File: config.mk
export PLATFORM = sky130hd
export DESIGN_NAME = infix_to_postfix_converter_top
export DESIGN_NICKNAME = d
export VERILOG_FILES = /design/src/hw/rtl/i2p_pkg.sv /design/src/hw/rtl/i2p_front.sv /design/src/hw/rtl/i2p_back.sv /design/src/hw/rtl/infix_to_postfix_converter_top.sv
export VERILOG_INCLUDE_DIRS = /design/src /design/src/hw/rtl
export SDC_FILE = /design/constraint.sdc
export NUM_CORES = 1
export LEC_CHECK = 0
export CORE_MARGIN = 10
export CORE_UTILIZATION = 30
export DETAILED_ROUTE_END_ITERATION = 8
export DONT_BUFFER_PORTS = 1
export PLACE_DENSITY = 0.45
export SETUP_SLACK_MARGIN = 0.2
export SKIP_CTS_REPAIR_TIMING = 1
export SYNTH_ARGS = -nofsm -noshare
export SYNTH_HDL_FRONTEND = slang
export SYNTH_SLANG_ARGS = --single-unit
File: constraint.sdc
create_clock -name clk_i -period 6.9 [get_ports clk_i]
set_clock_uncertainty 0.1 [all_clocks]
set_input_delay 2.07 -clock clk_i [delete_from_list [all_inputs] [get_ports clk_i]]
set_output_delay 2.07 -clock clk_i [all_outputs]
set_load 0.03 [all_outputs]
File: src/hw/rtl/infix_to_postfix_converter_top_assert.svh
// Assertion macros for the infix-to-postfix converter.
// Included by the top level; no other dependencies.
`ifndef INFIX_TO_POSTFIX_CONVERTER_TOP_ASSERT_SVH
`define INFIX_TO_POSTFIX_CONVERTER_TOP_ASSERT_SVH

`ifndef SYNTHESIS
// Implication checked on every clock edge outside reset
`define I2P_ASSERT(lbl, clk, rstn, prop, msg) \
  lbl: assert property (@(posedge clk) disable iff (!rstn) prop) else $error(msg);
// Condition that must never hold outside reset
`define I2P_ASSERT_NEVER(lbl, clk, rstn, cond, msg) \
  lbl: assert property (@(posedge clk) disable iff (!rstn) !(cond)) else $error(msg);
`else
`define I2P_ASSERT(lbl, clk, rstn, prop, msg)
`define I2P_ASSERT_NEVER(lbl, clk, rstn, cond, msg)
`endif

`endif

File: src/hw/rtl/i2p_pkg.sv
// Shared types, character codes and the precedence function of the converter.
// No dependencies.
package i2p_pkg;

  // Request kinds
  localparam logic REQ_CHAR  = 1'b0;
  localparam logic REQ_FLUSH = 1'b1;

  // ASCII codes
  localparam logic [7:0] CH_NUL    = 8'h00;
  localparam logic [7:0] CH_PLUS   = 8'h2B;
  localparam logic [7:0] CH_MINUS  = 8'h2D;
  localparam logic [7:0] CH_STAR   = 8'h2A;
  localparam logic [7:0] CH_SLASH  = 8'h2F;
  localparam logic [7:0] CH_CARET  = 8'h5E;
  localparam logic [7:0] CH_LPAREN = 8'h28;
  localparam logic [7:0] CH_RPAREN = 8'h29;
  localparam logic [7:0] CH_LO_A   = 8'h61;
  localparam logic [7:0] CH_LO_Z   = 8'h7A;
  localparam logic [7:0] CH_UP_A   = 8'h41;
  localparam logic [7:0] CH_UP_Z   = 8'h5A;

  // Item class decided by the front end
  typedef enum logic [2:0] {
    CLS_NONE,
    CLS_LETTER,
    CLS_OPEN,
    CLS_CLOSE,
    CLS_OPER,
    CLS_FLUSH
  } i2p_cls_e;

  // Back-end sequencer states
  typedef enum logic [2:0] {
    ST_IDLE,
    ST_READ,
    ST_EVAL,
    ST_PUSH,
    ST_FIN
  } i2p_state_e;

  typedef logic [1:0] prec_t;

  // Classified item passed through the queue
  typedef struct packed {
    i2p_cls_e    cls;
    logic [7:0]  chr;
    prec_t       prec;
  } i2p_item_t;

  // Operator precedence; zero for anything that is not an operator
  function automatic prec_t prec_of(logic [7:0] c);
    prec_t p;
    p = 2'd0;
    if (c == CH_PLUS || c == CH_MINUS) p = 2'd1;
    else if (c == CH_STAR || c == CH_SLASH) p = 2'd2;
    else if (c == CH_CARET) p = 2'd3;
    return p;
  endfunction

endpackage

File: src/hw/rtl/i2p_front.sv
// Front end: accepts input items, classifies them and queues them for the back end.
// Depends on i2p_pkg.
module i2p_front (
  input  logic                clk_i,
  input  logic                rst_ni,
  input  logic                in_valid_i,
  output logic                in_stall_o,
  input  logic                req_type_i,
  input  logic [7:0]          in_char_i,
  output logic                q_valid_o,
  output i2p_pkg::i2p_item_t  q_item_o,
  input  logic                q_pop_i
);

  localparam int unsigned QD = 2;

  i2p_pkg::i2p_item_t q_mem [QD];
  logic               wp_q, wp_d, rp_q, rp_d;
  logic [1:0]         qcnt_q, qcnt_d;
  i2p_pkg::i2p_item_t item;
  logic               is_letter;
  logic               push, pop;

  // Classify the incoming character
  assign is_letter = (in_char_i >= i2p_pkg::CH_LO_A && in_char_i <= i2p_pkg::CH_LO_Z) ||
                     (in_char_i >= i2p_pkg::CH_UP_A && in_char_i <= i2p_pkg::CH_UP_Z);

  always_comb begin
    item.chr  = in_char_i;
    item.prec = i2p_pkg::prec_of(in_char_i);
    if (req_type_i == i2p_pkg::REQ_FLUSH) begin
      item.cls = i2p_pkg::CLS_FLUSH;
    end else if (is_letter) begin
      item.cls = i2p_pkg::CLS_LETTER;
    end else if (in_char_i == i2p_pkg::CH_LPAREN) begin
      item.cls = i2p_pkg::CLS_OPEN;
    end else if (in_char_i == i2p_pkg::CH_RPAREN) begin
      item.cls = i2p_pkg::CLS_CLOSE;
    end else if (item.prec != 2'd0) begin
      item.cls = i2p_pkg::CLS_OPER;
    end else begin
      item.cls = i2p_pkg::CLS_NONE;
    end
  end

  // Queue control; ignored characters are accepted but not queued
  assign in_stall_o = (qcnt_q == 2'(QD));
  assign push       = in_valid_i && !in_stall_o && (item.cls != i2p_pkg::CLS_NONE);
  assign pop        = q_pop_i && (qcnt_q != 2'd0);
  assign q_valid_o  = (qcnt_q != 2'd0);
  assign q_item_o   = q_mem[rp_q];

  always_comb begin
    wp_d   = push ? wp_q + 1'b1 : wp_q;
    rp_d   = pop  ? rp_q + 1'b1 : rp_q;
    qcnt_d = qcnt_q + {1'b0, push} - {1'b0, pop};
  end

  always_ff @(posedge clk_i or negedge rst_ni) begin
    if (!rst_ni) begin
      wp_q   <= 1'b0;
      rp_q   <= 1'b0;
      qcnt_q <= 2'd0;
    end else begin
      wp_q   <= wp_d;
      rp_q   <= rp_d;
      qcnt_q <= qcnt_d;
    end
  end

  // Queue payload
  always_ff @(posedge clk_i) begin
    if (push) begin
      q_mem[wp_q] <= item;
    end
  end

endmodule

File: src/hw/rtl/i2p_back.sv
// Back end: operator stack sequencer, result lookahead and output register.
// Depends on i2p_pkg.
module i2p_back #(
  parameter int unsigned STACK_DEPTH = 32
) (
  input  logic                clk_i,
  input  logic                rst_ni,
  input  logic                q_valid_i,
  input  i2p_pkg::i2p_item_t  q_item_i,
  output logic                q_pop_o,
  output logic                out_valid_o,
  input  logic                out_stall_i,
  output logic [7:0]          out_char_o,
  output logic                out_last_o,
  output logic                error_flag_o
);

  localparam int unsigned AW = $clog2(STACK_DEPTH);
  localparam int unsigned CW = $clog2(STACK_DEPTH + 1);

  i2p_pkg::i2p_state_e state_q, state_d;
  i2p_pkg::i2p_item_t  cur_q, cur_d;
  logic [CW-1:0]       cnt_q, cnt_d, cnt_m1;
  logic                err_q, err_d;
  logic                pend_v_q, pend_v_d;
  logic [7:0]          pend_c_q, pend_c_d;
  logic                out_v_q, out_v_d;
  logic [7:0]          out_c_q;
  logic                out_l_q, out_e_q;

  // Stack memory with registered read
  logic [7:0]          mem [STACK_DEPTH];
  logic [7:0]          rd_q;
  logic                mem_we, mem_re;
  logic [AW-1:0]       raddr, waddr;

  // Result request toward the output register
  logic                emit;
  logic [7:0]          emit_c;
  logic                emit_l, emit_e;

  logic                out_ok, stk_empty, stk_full;
  logic                top_open, top_low, ev_emit, ev_go, fin_has, fin_go;

  assign out_ok    = !out_v_q || !out_stall_i;
  assign stk_empty = (cnt_q == '0);
  assign stk_full  = (cnt_q == CW'(STACK_DEPTH));
  assign cnt_m1    = cnt_q - CW'(1);
  assign raddr     = cnt_m1[AW-1:0];
  assign waddr     = cnt_q[AW-1:0];

  // Top-of-stack decisions
  assign top_open = (rd_q == i2p_pkg::CH_LPAREN);
  assign top_low  = (i2p_pkg::prec_of(rd_q) < cur_q.prec);
  assign ev_emit  = !top_open && !(cur_q.cls == i2p_pkg::CLS_OPER && top_low);
  assign ev_go    = !ev_emit || !pend_v_q || out_ok;
  assign fin_has  = pend_v_q || err_q;
  assign fin_go   = !fin_has || out_ok;

  // Next state
  always_comb begin
    state_d = state_q;
    unique case (state_q)
      i2p_pkg::ST_IDLE: begin
        if (q_valid_i) begin
          if (q_item_i.cls == i2p_pkg::CLS_LETTER || q_item_i.cls == i2p_pkg::CLS_NONE) begin
            state_d = i2p_pkg::ST_FIN;
          end else if (q_item_i.cls == i2p_pkg::CLS_OPEN) begin
            state_d = i2p_pkg::ST_PUSH;
          end else begin
            state_d = i2p_pkg::ST_READ;
          end
        end
      end
      i2p_pkg::ST_READ: begin
        if (!stk_empty) begin
          state_d = i2p_pkg::ST_EVAL;
        end else if (cur_q.cls == i2p_pkg::CLS_OPER) begin
          state_d = i2p_pkg::ST_PUSH;
        end else begin
          state_d = i2p_pkg::ST_FIN;
        end
      end
      i2p_pkg::ST_EVAL: begin
        if (ev_go) begin
          if (cur_q.cls == i2p_pkg::CLS_OPER && !ev_emit) begin
            state_d = i2p_pkg::ST_PUSH;
          end else if (cur_q.cls == i2p_pkg::CLS_CLOSE && top_open) begin
            state_d = i2p_pkg::ST_FIN;
          end else begin
            state_d = i2p_pkg::ST_READ;
          end
        end
      end
      i2p_pkg::ST_PUSH: begin
        state_d = i2p_pkg::ST_FIN;
      end
      i2p_pkg::ST_FIN: begin
        if (fin_go) state_d = i2p_pkg::ST_IDLE;
      end
      default: begin
        state_d = i2p_pkg::ST_IDLE;
      end
    endcase
  end

  // Datapath actions per state
  always_comb begin
    cur_d    = cur_q;
    cnt_d    = cnt_q;
    err_d    = err_q;
    pend_v_d = pend_v_q;
    pend_c_d = pend_c_q;
    q_pop_o  = 1'b0;
    mem_we   = 1'b0;
    mem_re   = 1'b0;
    emit     = 1'b0;
    emit_c   = i2p_pkg::CH_NUL;
    emit_l   = 1'b0;
    emit_e   = 1'b0;
    unique case (state_q)
      i2p_pkg::ST_IDLE: begin
        if (q_valid_i) begin
          q_pop_o = 1'b1;
          cur_d   = q_item_i;
          err_d   = 1'b0;
          if (q_item_i.cls == i2p_pkg::CLS_LETTER) begin
            pend_v_d = 1'b1;
            pend_c_d = q_item_i.chr;
          end
        end
      end
      i2p_pkg::ST_READ: begin
        if (stk_empty) begin
          if (cur_q.cls == i2p_pkg::CLS_CLOSE) err_d = 1'b1;
        end else begin
          mem_re = 1'b1;
        end
      end
      i2p_pkg::ST_EVAL: begin
        if (ev_go) begin
          if (ev_emit) begin
            // Pop and hold as pending; the previous pending one goes out
            pend_v_d = 1'b1;
            pend_c_d = rd_q;
            cnt_d    = cnt_m1;
            if (pend_v_q) begin
              emit   = 1'b1;
              emit_c = pend_c_q;
            end
          end else if (cur_q.cls != i2p_pkg::CLS_OPER) begin
            // Discard an open parenthesis; on flush it is an error
            cnt_d = cnt_m1;
            if (cur_q.cls == i2p_pkg::CLS_FLUSH) err_d = 1'b1;
          end
        end
      end
      i2p_pkg::ST_PUSH: begin
        if (stk_full) begin
          err_d = 1'b1;
        end else begin
          mem_we = 1'b1;
          cnt_d  = cnt_q + CW'(1);
        end
      end
      i2p_pkg::ST_FIN: begin
        if (fin_go) begin
          pend_v_d = 1'b0;
          if (fin_has) begin
            emit   = 1'b1;
            emit_c = pend_v_q ? pend_c_q : i2p_pkg::CH_NUL;
            emit_l = 1'b1;
            emit_e = err_q;
          end
        end
      end
      default: begin
        cnt_d = cnt_q;
      end
    endcase
  end

  assign out_v_d = emit || (out_v_q && out_stall_i);

  // Control registers
  always_ff @(posedge clk_i or negedge rst_ni) begin
    if (!rst_ni) begin
      state_q  <= i2p_pkg::ST_IDLE;
      cnt_q    <= '0;
      err_q    <= 1'b0;
      pend_v_q <= 1'b0;
      out_v_q  <= 1'b0;
    end else begin
      state_q  <= state_d;
      cnt_q    <= cnt_d;
      err_q    <= err_d;
      pend_v_q <= pend_v_d;
      out_v_q  <= out_v_d;
    end
  end

  // Payload registers
  always_ff @(posedge clk_i) begin
    cur_q    <= cur_d;
    pend_c_q <= pend_c_d;
    if (emit) begin
      out_c_q <= emit_c;
      out_l_q <= emit_l;
      out_e_q <= emit_e;
    end
  end

  // Stack memory
  always_ff @(posedge clk_i) begin
    if (mem_we) mem[waddr] <= cur_q.chr;
    if (mem_re) rd_q <= mem[raddr];
  end

  assign out_valid_o  = out_v_q;
  assign out_char_o   = out_c_q;
  assign out_last_o   = out_l_q;
  assign error_flag_o = out_e_q;

endmodule

File: src/hw/rtl/infix_to_postfix_converter_top.sv
// Infix-to-postfix converter top level: front end, two-entry queue, stack back end.
// Depends on i2p_pkg, i2p_front, i2p_back and the assertion macro header.
//
//   channel | signals                                      | direction
//   in      | in_valid_i, in_stall_o, req_type_i, in_char_i | into block
//   out     | out_valid_o, out_stall_i, out_char_o,        | out of block
//           | out_last_o, error_flag_o                     |
//
// The back end handles one item at a time: a letter is taken and goes straight to its
// final result, '(' is taken, pushed and finished, and ')', an operator or a flush are
// taken and then examine stack entries one by one (a read of the stack memory port, then
// a decision), followed by the empty-stack check, the push and the final result as needed.
// A two-entry queue lets the front end keep accepting while the back end works.
// Reset clears the queue, stack pointer and output register; no clearing pass.
// A stall on the output holds the back end only when it has a result to hand over.
`include "infix_to_postfix_converter_top_assert.svh"

module infix_to_postfix_converter_top #(
  parameter int unsigned STACK_DEPTH = 32
) (
  input  logic       clk_i,
  input  logic       rst_ni,
  input  logic       in_valid_i,
  output logic       in_stall_o,
  input  logic       req_type_i,
  input  logic [7:0] in_char_i,
  output logic       out_valid_o,
  input  logic       out_stall_i,
  output logic [7:0] out_char_o,
  output logic       out_last_o,
  output logic       error_flag_o
);

  logic               q_valid;
  logic               q_pop;
  i2p_pkg::i2p_item_t q_item;
  logic               res_mid, res_oper, res_nul;

  // Classification and queue
  i2p_front u_front (
    .clk_i      (clk_i),
    .rst_ni     (rst_ni),
    .in_valid_i (in_valid_i),
    .in_stall_o (in_stall_o),
    .req_type_i (req_type_i),
    .in_char_i  (in_char_i),
    .q_valid_o  (q_valid),
    .q_item_o   (q_item),
    .q_pop_i    (q_pop)
  );

  // Stack engine and output register
  i2p_back #(
    .STACK_DEPTH (STACK_DEPTH)
  ) u_back (
    .clk_i        (clk_i),
    .rst_ni       (rst_ni),
    .q_valid_i    (q_valid),
    .q_item_i     (q_item),
    .q_pop_o      (q_pop),
    .out_valid_o  (out_valid_o),
    .out_stall_i  (out_stall_i),
    .out_char_o   (out_char_o),
    .out_last_o   (out_last_o),
    .error_flag_o (error_flag_o)
  );

  // Result classification for the checks below
  assign res_mid  = out_valid_o && !out_last_o;
  assign res_oper = (i2p_pkg::prec_of(out_char_o) != 2'd0);
  assign res_nul  = out_valid_o && (out_char_o == i2p_pkg::CH_NUL);

  // Error only marks the final result of an item
  `I2P_ASSERT_NEVER(a_err_on_last, clk_i, rst_ni, res_mid && error_flag_o, "error flag before last")

  // Results before the last one of an item are always popped operators
  `I2P_ASSERT(a_mid_is_oper, clk_i, rst_ni, res_mid |-> res_oper, "non-final result not operator")

  // A null character is only the error marker
  `I2P_ASSERT(a_nul_is_err, clk_i, rst_ni, res_nul |-> (out_last_o && error_flag_o), "null, no error")

endmodule

==> metrics.cfg, run 1 <==
[outcome]
status = finished, final reports clean

[global_route]
grt_pass1_vias = 6794
overflow = 0
track_usage_pct = 10.9
grt_max_degree = 52
antenna_found_initial = 0
grt_pass1_wl_microns = 44400

[die]
ioPinCount = 25
dieHeight_microns = 233
fp.coreArea_sq_um = 44500
die_w_microns = 233
initial_utilization_pct = 30.5
die_area_sq_um = 54200
rows = 77

[timing]
max_slew_margin_pct = 14.3
hold_ws_ns = 0.402
tns_ns = 0
period_needed_ns = 4.12
clock.fmax_mhz = 243
post-route-period-util_pct = 59.7
worst_pin_slew_ns = 1.28
hold_viol = 0
rsz0062_at_grt = false
setup_viol = 0
slew_viol_final = 0

[finish]
nets = 755
drive_gt1_share_pct = 22.5
final_area_sq_um = 15500
nFillCells = 4168
fin_util_pct = 34.8
diodes = 0
layout_commonest_cell = edfxtp_1
final_cell_mix = edfxtp_1, mux4_2, nor2_1
area_growth_pct = 14.0

[setup_path]
reg2reg_to = u_back.rd_q[2]$_DFFE_PP_
crit_path_max_fanout = 34
crit_slowest_cell = ha_2
crit_chain = inv_1 -> ha_2 -> buf_4 -> mux4_2 -> mux4_2 -> mux2_2
arrival_ns = 4.30
start_kind = register
worstPathRequired_ns = 7.08
crit_type = register to register
timing.rr.start = u_back.cnt_q[0]$_DFFE_PN0P_
max_stage_delay_ns = 1.01
worst_setup_path_end_kind = register
crit_path_frequent_cell = mux4_2
r2r_cells = 6
r2r_slack_ns = 2.78

[drt]
vias_per_cell = 4.84
drc = 0
wirelength_microns = 29700
via_count = 6543
first_pass_iters = 5
ant_nets = 0
routedWlPerCell_microns = 22.0
drt-initial-drc-count = 559

[clock_network]
cts_max_path_buffers = 3
h-tree-depth = 2
insertion_delay_ns = 0.53
cts_buffers = 39
cts.sinks = 337
clock-root-buffer = clkbuf_16
cts_tree = built
clk_pin_slew_ns = 0.06

[hold_path]
hold_path_class = register to register
whs_path_depth = 1
holdPathEnd = u_front.wp_q$_DFFE_PN0N_
min-delay-start = u_front.wp_q$_DFFE_PN0N_

[synthesis]
syn_avg_cell_area_sq_um = 19.2
synth_seq_cells = 337
synth_cells = 706
synth_area_sq_um = 13600
synth_edf_count = 321
ys_seq_area_share_pct = 73.9
yosysWarnings = 0
synth_fp_nets = 727
synth-main-ff-cell = edfxtp_1
async_flop_share_pct = 4.75
synth.distinct_cells = 51

[run]
drv_cap = 0

[placement]
place_area_sq_um = 14400
io_buffers = 0
gp_congestion = 0.764
dp_hpwl_microns = 19000

[power_and_ir_drop]
p_sw_mw = 2.35
comb_power_share_pct = 31.2
power_density_nw_per_um2 = 466
p_int_mw = 4.86
p_clk_share_pct = 25.6
ir_worst_vdd_v = 0.000181
power_frac_seq_pct = 43.2
p_leak_nw = 4.86
sw_frac_of_total_pct = 32.6

[layer usage]
metal / GRT usage (%) / routed length, microns / vias to the layer above
li1: - / - / 2905
met1: 14.5 / 13300 / 3428
met2: 17.6 / 14400 / 166
met3: 2.23 / 1400 / 44
met4: 3.39 / 626 / 0
met5: 0 / 0 / -
[worst max-delay path, delay by kind of cell, from the launching register on]
| kind | cells | cell delay (ns) |
|---|---|---|
| buffers and inverters | 2 | 0.77 |
| muxes | 3 | 1.27 |
| DFF | 1 | 0.67 |
| adders and majority gates | 1 | 1.01 |
[flip-flops by register name, indices dropped and copies added, names as in the netlist]
| register | cells |
|---|---|
| u_back.mem | 256 |
| u_front.q_mem | 26 |
| u_back.cur_q | 13 |
| u_back.out_char_o | 8 |
| u_back.pend_c_q | 8 |
| u_back.rd_q | 8 |
| u_back.cnt_q | 6 |
| u_back.state_q | 3 |
| u_front.qcnt_q | 2 |
| u_back.err_q | 1 |
| u_back.error_flag_o | 1 |
| u_back.out_last_o | 1 |
| u_back.out_valid_o | 1 |
| u_back.pend_v_q | 1 |
| u_front.rp_q | 1 |
| u_front.wp_q | 1 |
[power groups by stage]
stage	Sequential (mW)	Combinational [mW]	Clock, mW
3_5_place_dp	3.16	2.31	0
6_report	3.12	2.25	1.85
4_1_cts	3.13	2.32	1.90
3_3_place_gp	3.14	2.27	0
5_1_grt	3.17	2.42	1.98
2_1_floorplan	2.99	1.63	0
[final cells by class]
type                            instances  area, sq um  share of cell area (%)
Clock inverter                         14         60.1                   0.388
Tap cell                              592          741                    4.78
Timing Repair Buffer                   16          120                   0.775
Inverter                               11         41.3                   0.267
Multi-Input combinational cell        329         3420                    22.1
Sequential cell                       337        10000                    64.8
Clock buffer                           52         1070                    6.89
[synthesized netlist by cell type (all sizes together) (3+ instances only)]
cell / instances / share of area [%]
nor2b: 7 / 0.32
nand2: 19 / 0.52
ha: 8 / 0.74
nor3b: 3 / 0.17
nand2b: 5 / 0.23
clkbuf: 24 / 0.66
buf: 5 / 0.17
nand3b: 6 / 0.33
and2: 11 / 0.51
dfrtp: 16 / 2.9
nor4: 3 / 0.14
or4b: 3 / 0.25
xnor2: 10 / 0.64
nor3: 17 / 0.63
a21oi: 11 / 0.43
edfxtp: 321 / 71
mux4: 80 / 13
inv: 11 / 0.30
mux2i: 4 / 0.29
nor2: 64 / 1.8
xor2: 4 / 0.26
and3: 4 / 0.18
mux2: 20 / 1.7
a31oi: 3 / 0.14
o21ai: 11 / 0.41
nand3: 8 / 0.29
[kinds of logic (layout without fill, tap and decap cells)]
group / Yosys count / in the layout / synth area share, %
flops: 337 / 337 / 73.9
simple gates: 161 / 161 / 5.98
buf+inv: 40 / 93 / 1.13
xor+xnor: 14 / 14 / 0.903
mux: 104 / 104 / 15.2
fa+ha+maj: 8 / 8 / 0.737
compound gates: 42 / 42 / 2.14
[worst max-delay path by stage]
stage	startpoint	endpoint	slack, ns
2_1_floorplan	in_char_i[2]	u_front.q_mem[1][0]$_DFFE_PP_	2.79
3_3_place_gp	in_char_i[4]	u_front.q_mem[0][4]$_DFFE_PP_	2.65
3_5_place_dp	in_char_i[4]	u_front.q_mem[0][8]$_DFFE_PP_	2.52
4_1_cts	u_back.cnt_q[0]$_DFFE_PN0P_	u_back.rd_q[0]$_DFFE_PP_	2.71
5_1_grt	u_back.cnt_q[0]$_DFFE_PN0P_	u_back.rd_q[0]$_DFFE_PP_	2.62
6_report	u_back.cnt_q[0]$_DFFE_PN0P_	u_back.rd_q[2]$_DFFE_PP_	2.78
[per-stage QoR]
stage                     power [mW]  setup WS, ns  instances
after floorplan                 4.62          2.79        706
after global placement          5.42          2.65       1285
after detailed placement        5.47          2.52       1285
after CTS                       7.34          2.71       1351
after global routing            7.57          2.62       1351
final                           7.21          2.78       1351
Power figures use the tool's default switching activity.
==> run 2: changes to the inputs <==
--- a/config.mk
+++ b/config.mk
@@ -10,7 +10,7 @@
 export CORE_UTILIZATION = 30
 export DETAILED_ROUTE_END_ITERATION = 8
 export DONT_BUFFER_PORTS = 1
-export PLACE_DENSITY = 0.45
+export PLACE_DENSITY = 0.46
 export SETUP_SLACK_MARGIN = 0.2
 export SKIP_CTS_REPAIR_TIMING = 1
 export SYNTH_ARGS = -nofsm -noshare
==> constraint.sdc (replaced) <==
create_clock -name clk_i -period 3.5 [get_ports clk_i]
set_clock_uncertainty 0.1 [all_clocks]
set_input_delay 1.05 -clock clk_i [delete_from_list [all_inputs] [get_ports clk_i]]
set_output_delay 1.05 -clock clk_i [all_outputs]
set_load 0.03 [all_outputs]
==> metrics.cfg, run 2 (same netlist as run 1, synthesis figures left out) <==
[outcome]
status = finished, final reports clean  ; unchanged

[setup_path]
timing.rr.start = u_back.rd_q[5]$_DFFE_PP_  ; was u_back.cnt_q[0]$_DFFE_PN0P_
r2r_cells = 11  ; was 6
crit_type = register to register  ; unchanged
start_kind = register  ; unchanged
crit_path_max_fanout = 4  ; was 34
reg2reg_to = u_back.err_q$_DFFE_PN0P_  ; was u_back.rd_q[2]$_DFFE_PP_
arrival_ns = 3.52  ; was 4.30 ns
r2r_slack_ns = 0.33  ; was 2.78 ns
worstPathRequired_ns = 3.85  ; was 7.08 ns
worst_setup_path_end_kind = register  ; unchanged

[drt]
via_count = 6635  ; was 6,543
vias_per_cell = 4.81  ; was 4.84
wirelength_microns = 29800  ; was 29,700 microns
drc = 0  ; unchanged
routedWlPerCell_microns = 21.6  ; was 22.0 microns
ant_nets = 0  ; unchanged
drt-initial-drc-count = 505  ; was 559
first_pass_iters = 4  ; was 5

[die]
ioPinCount = 25  ; unchanged
die_w_microns = 233  ; unchanged
dieHeight_microns = 233  ; unchanged
die_area_sq_um = 54200  ; unchanged
fp.coreArea_sq_um = 44500  ; unchanged
initial_utilization_pct = 30.5  ; unchanged
rows = 77  ; unchanged

[global_route]
grt_max_degree = 70  ; was 52
antenna_found_initial = 0  ; unchanged
grt_pass1_vias = 6925  ; was 6,794
track_usage_pct = 11.1  ; was 10.9%
overflow = 0  ; unchanged
grt_pass1_wl_microns = 45300  ; was 44,400 microns

[finish]
nets = 784  ; was 755
top_regs = u_back.mem (256), u_front.q_mem (26), u_back.cur_q (13)  ; unchanged
final_cell_mix = edfxtp_1, mux4_2, nor2_1  ; unchanged
diodes = 0  ; unchanged
layout_commonest_cell = edfxtp_1  ; unchanged
nFillCells = 4143  ; was 4,168
drive_gt1_share_pct = 26.7  ; was 22.5%
largest_reg_flops = 256  ; unchanged
stdcell_count = 1379  ; was 1,351
area_growth_pct = 16.1  ; was 14.0%
regMostFlops = u_back.mem  ; unchanged

[clock_network]
insertion_delay_ns = 0.52  ; was 0.53 ns
cts_tree = built  ; unchanged
clock-root-buffer = clkbuf_16  ; unchanged
cts_max_path_buffers = 3  ; unchanged
cts.sinks = 337  ; unchanged
h-tree-depth = 2  ; unchanged
cts_buffers = 37  ; was 39
clk_pin_slew_ns = 0.06  ; about the same

[timing]
period_needed_ns = 3.17  ; was 4.12 ns
max_slew_margin_pct = 14.5  ; was 14.3%
slew_viol_final = 0  ; unchanged
post-route-period-util_pct = 90.5  ; was 59.7%
hold_ws_ns = 0.117  ; was 0.402 ns
clock.fmax_mhz = 316  ; was 243 MHz
rsz0062_at_grt = true  ; was false
tns_ns = 0  ; unchanged
hold_viol = 0  ; unchanged
worst_pin_slew_ns = 1.28  ; about the same
setup_viol = 0  ; unchanged

[power_and_ir_drop]
ir_worst_vdd_v = 0.000569  ; was 0.000181 V
power_density_nw_per_um2 = 913  ; was 466 nW/um^2
p_leak_nw = 5.04  ; was 4.86 nW

[placement]
gp_congestion = 0.822  ; was 0.764
io_buffers = 0  ; unchanged
dp_cells = 1314  ; was 1,285
dp_hpwl_microns = 19100  ; was 19,000 microns

[run]
drv_cap = 0  ; unchanged

[hold_path]
hold_path_class = input pin to asynchronous set/reset pin  ; was register to register

==> run 2: cell count changes in the layout (fill, tap and decap cells not counted), moves of 2 or more <==
cell	previous run	this run
buf_4	16	44
buf_12	0	3
nor3_2	2	0
clkbuf_1	11	4
clkbuf_8	0	2
clkbuf_16	41	38
nor3_1	15	17
clkinvlp_4	1	3
==> run 2: area by class of cell <==
cell class / instances / area [sq um] / share of cell area, %
sequential: 337 / 10000 / 63.7
multi-input combinational: 329 / 3440 / 21.8
clock buffer: 44 / 993 / 6.30
tap: 592 / 741 / 4.69
timing repair buffer: 47 / 390 / 2.47
clock inverter: 19 / 131 / 0.833
inverter: 11 / 41.3 / 0.262
==> run 2: through the flow <==
| stage | utilization (%) | setup WS (ns) | area [sq um] | power, mW |
|---|---|---|---|---|
| floorplan | - | 0.211 | 13600 | 9.14 |
| global placement | 32.8 | 0.230 | 14600 | 10.9 |
| detailed placement | 32.8 | 0.0978 | 14600 | 11.0 |
| CTS | 35.4 | 0.194 | 15700 | 14.6 |
| global route | 35.4 | 0.183 | 15800 | 15.2 |
| finish | 35.4 | 0.334 | 15800 | 14.4 |
==> run 2: power by group <==
part | switching, mW | internal [mW] | total (mW)
Combinational | 2.60 | 2.19 | 4.79
Sequential | 0.616 | 5.41 | 6.03
Clock | 1.49 | 2.09 | 3.59
==> run 2: worst max-delay path by stage <==
stage	start	to	slack, ns	depth (start not counted)
after floorplan	u_back.cnt_q[0]$_DFFE_PN0P_	u_back.rd_q[0]$_DFFE_PP_	0.21	9
after global placement	in_char_i[4]	u_front.q_mem[0][0]$_DFFE_PP_	0.23	5
after detailed placement	in_char_i[4]	u_front.q_mem[0][0]$_DFFE_PP_	0.1	5
after CTS	u_back.rd_q[5]$_DFFE_PP_	u_back.err_q$_DFFE_PN0P_	0.19	11
after global routing	u_back.rd_q[5]$_DFFE_PP_	u_back.out_char_o[5]$_DFFE_PP_	0.18	11
final	u_back.rd_q[5]$_DFFE_PP_	u_back.err_q$_DFFE_PN0P_	0.33	11
==> run 2: worst max-delay path, cell delays in order, from the launching register on <==
cell and delay [ns]:
edfxtp_1 0.42, or4b_4 0.23, a21oi_1 0.06, a21oi_1 0.11, nor2_1 0.06, ha_1 0.19, or4b_4 0.51, a311oi_4 0.28
a21oi_2 0.13, a221o_1 0.34, or4_4 0.55, a21oi_2 0.12
==> run 2: layer usage <==
layer	vias to the layer above	share of wire [%]	track usage [%]
li1	2970	-	-
met1	3502	45	14.6
met2	120	48	17.9
met3	43	4.9	2.59
met4	0	2.3	3.69
met5	-	0	0
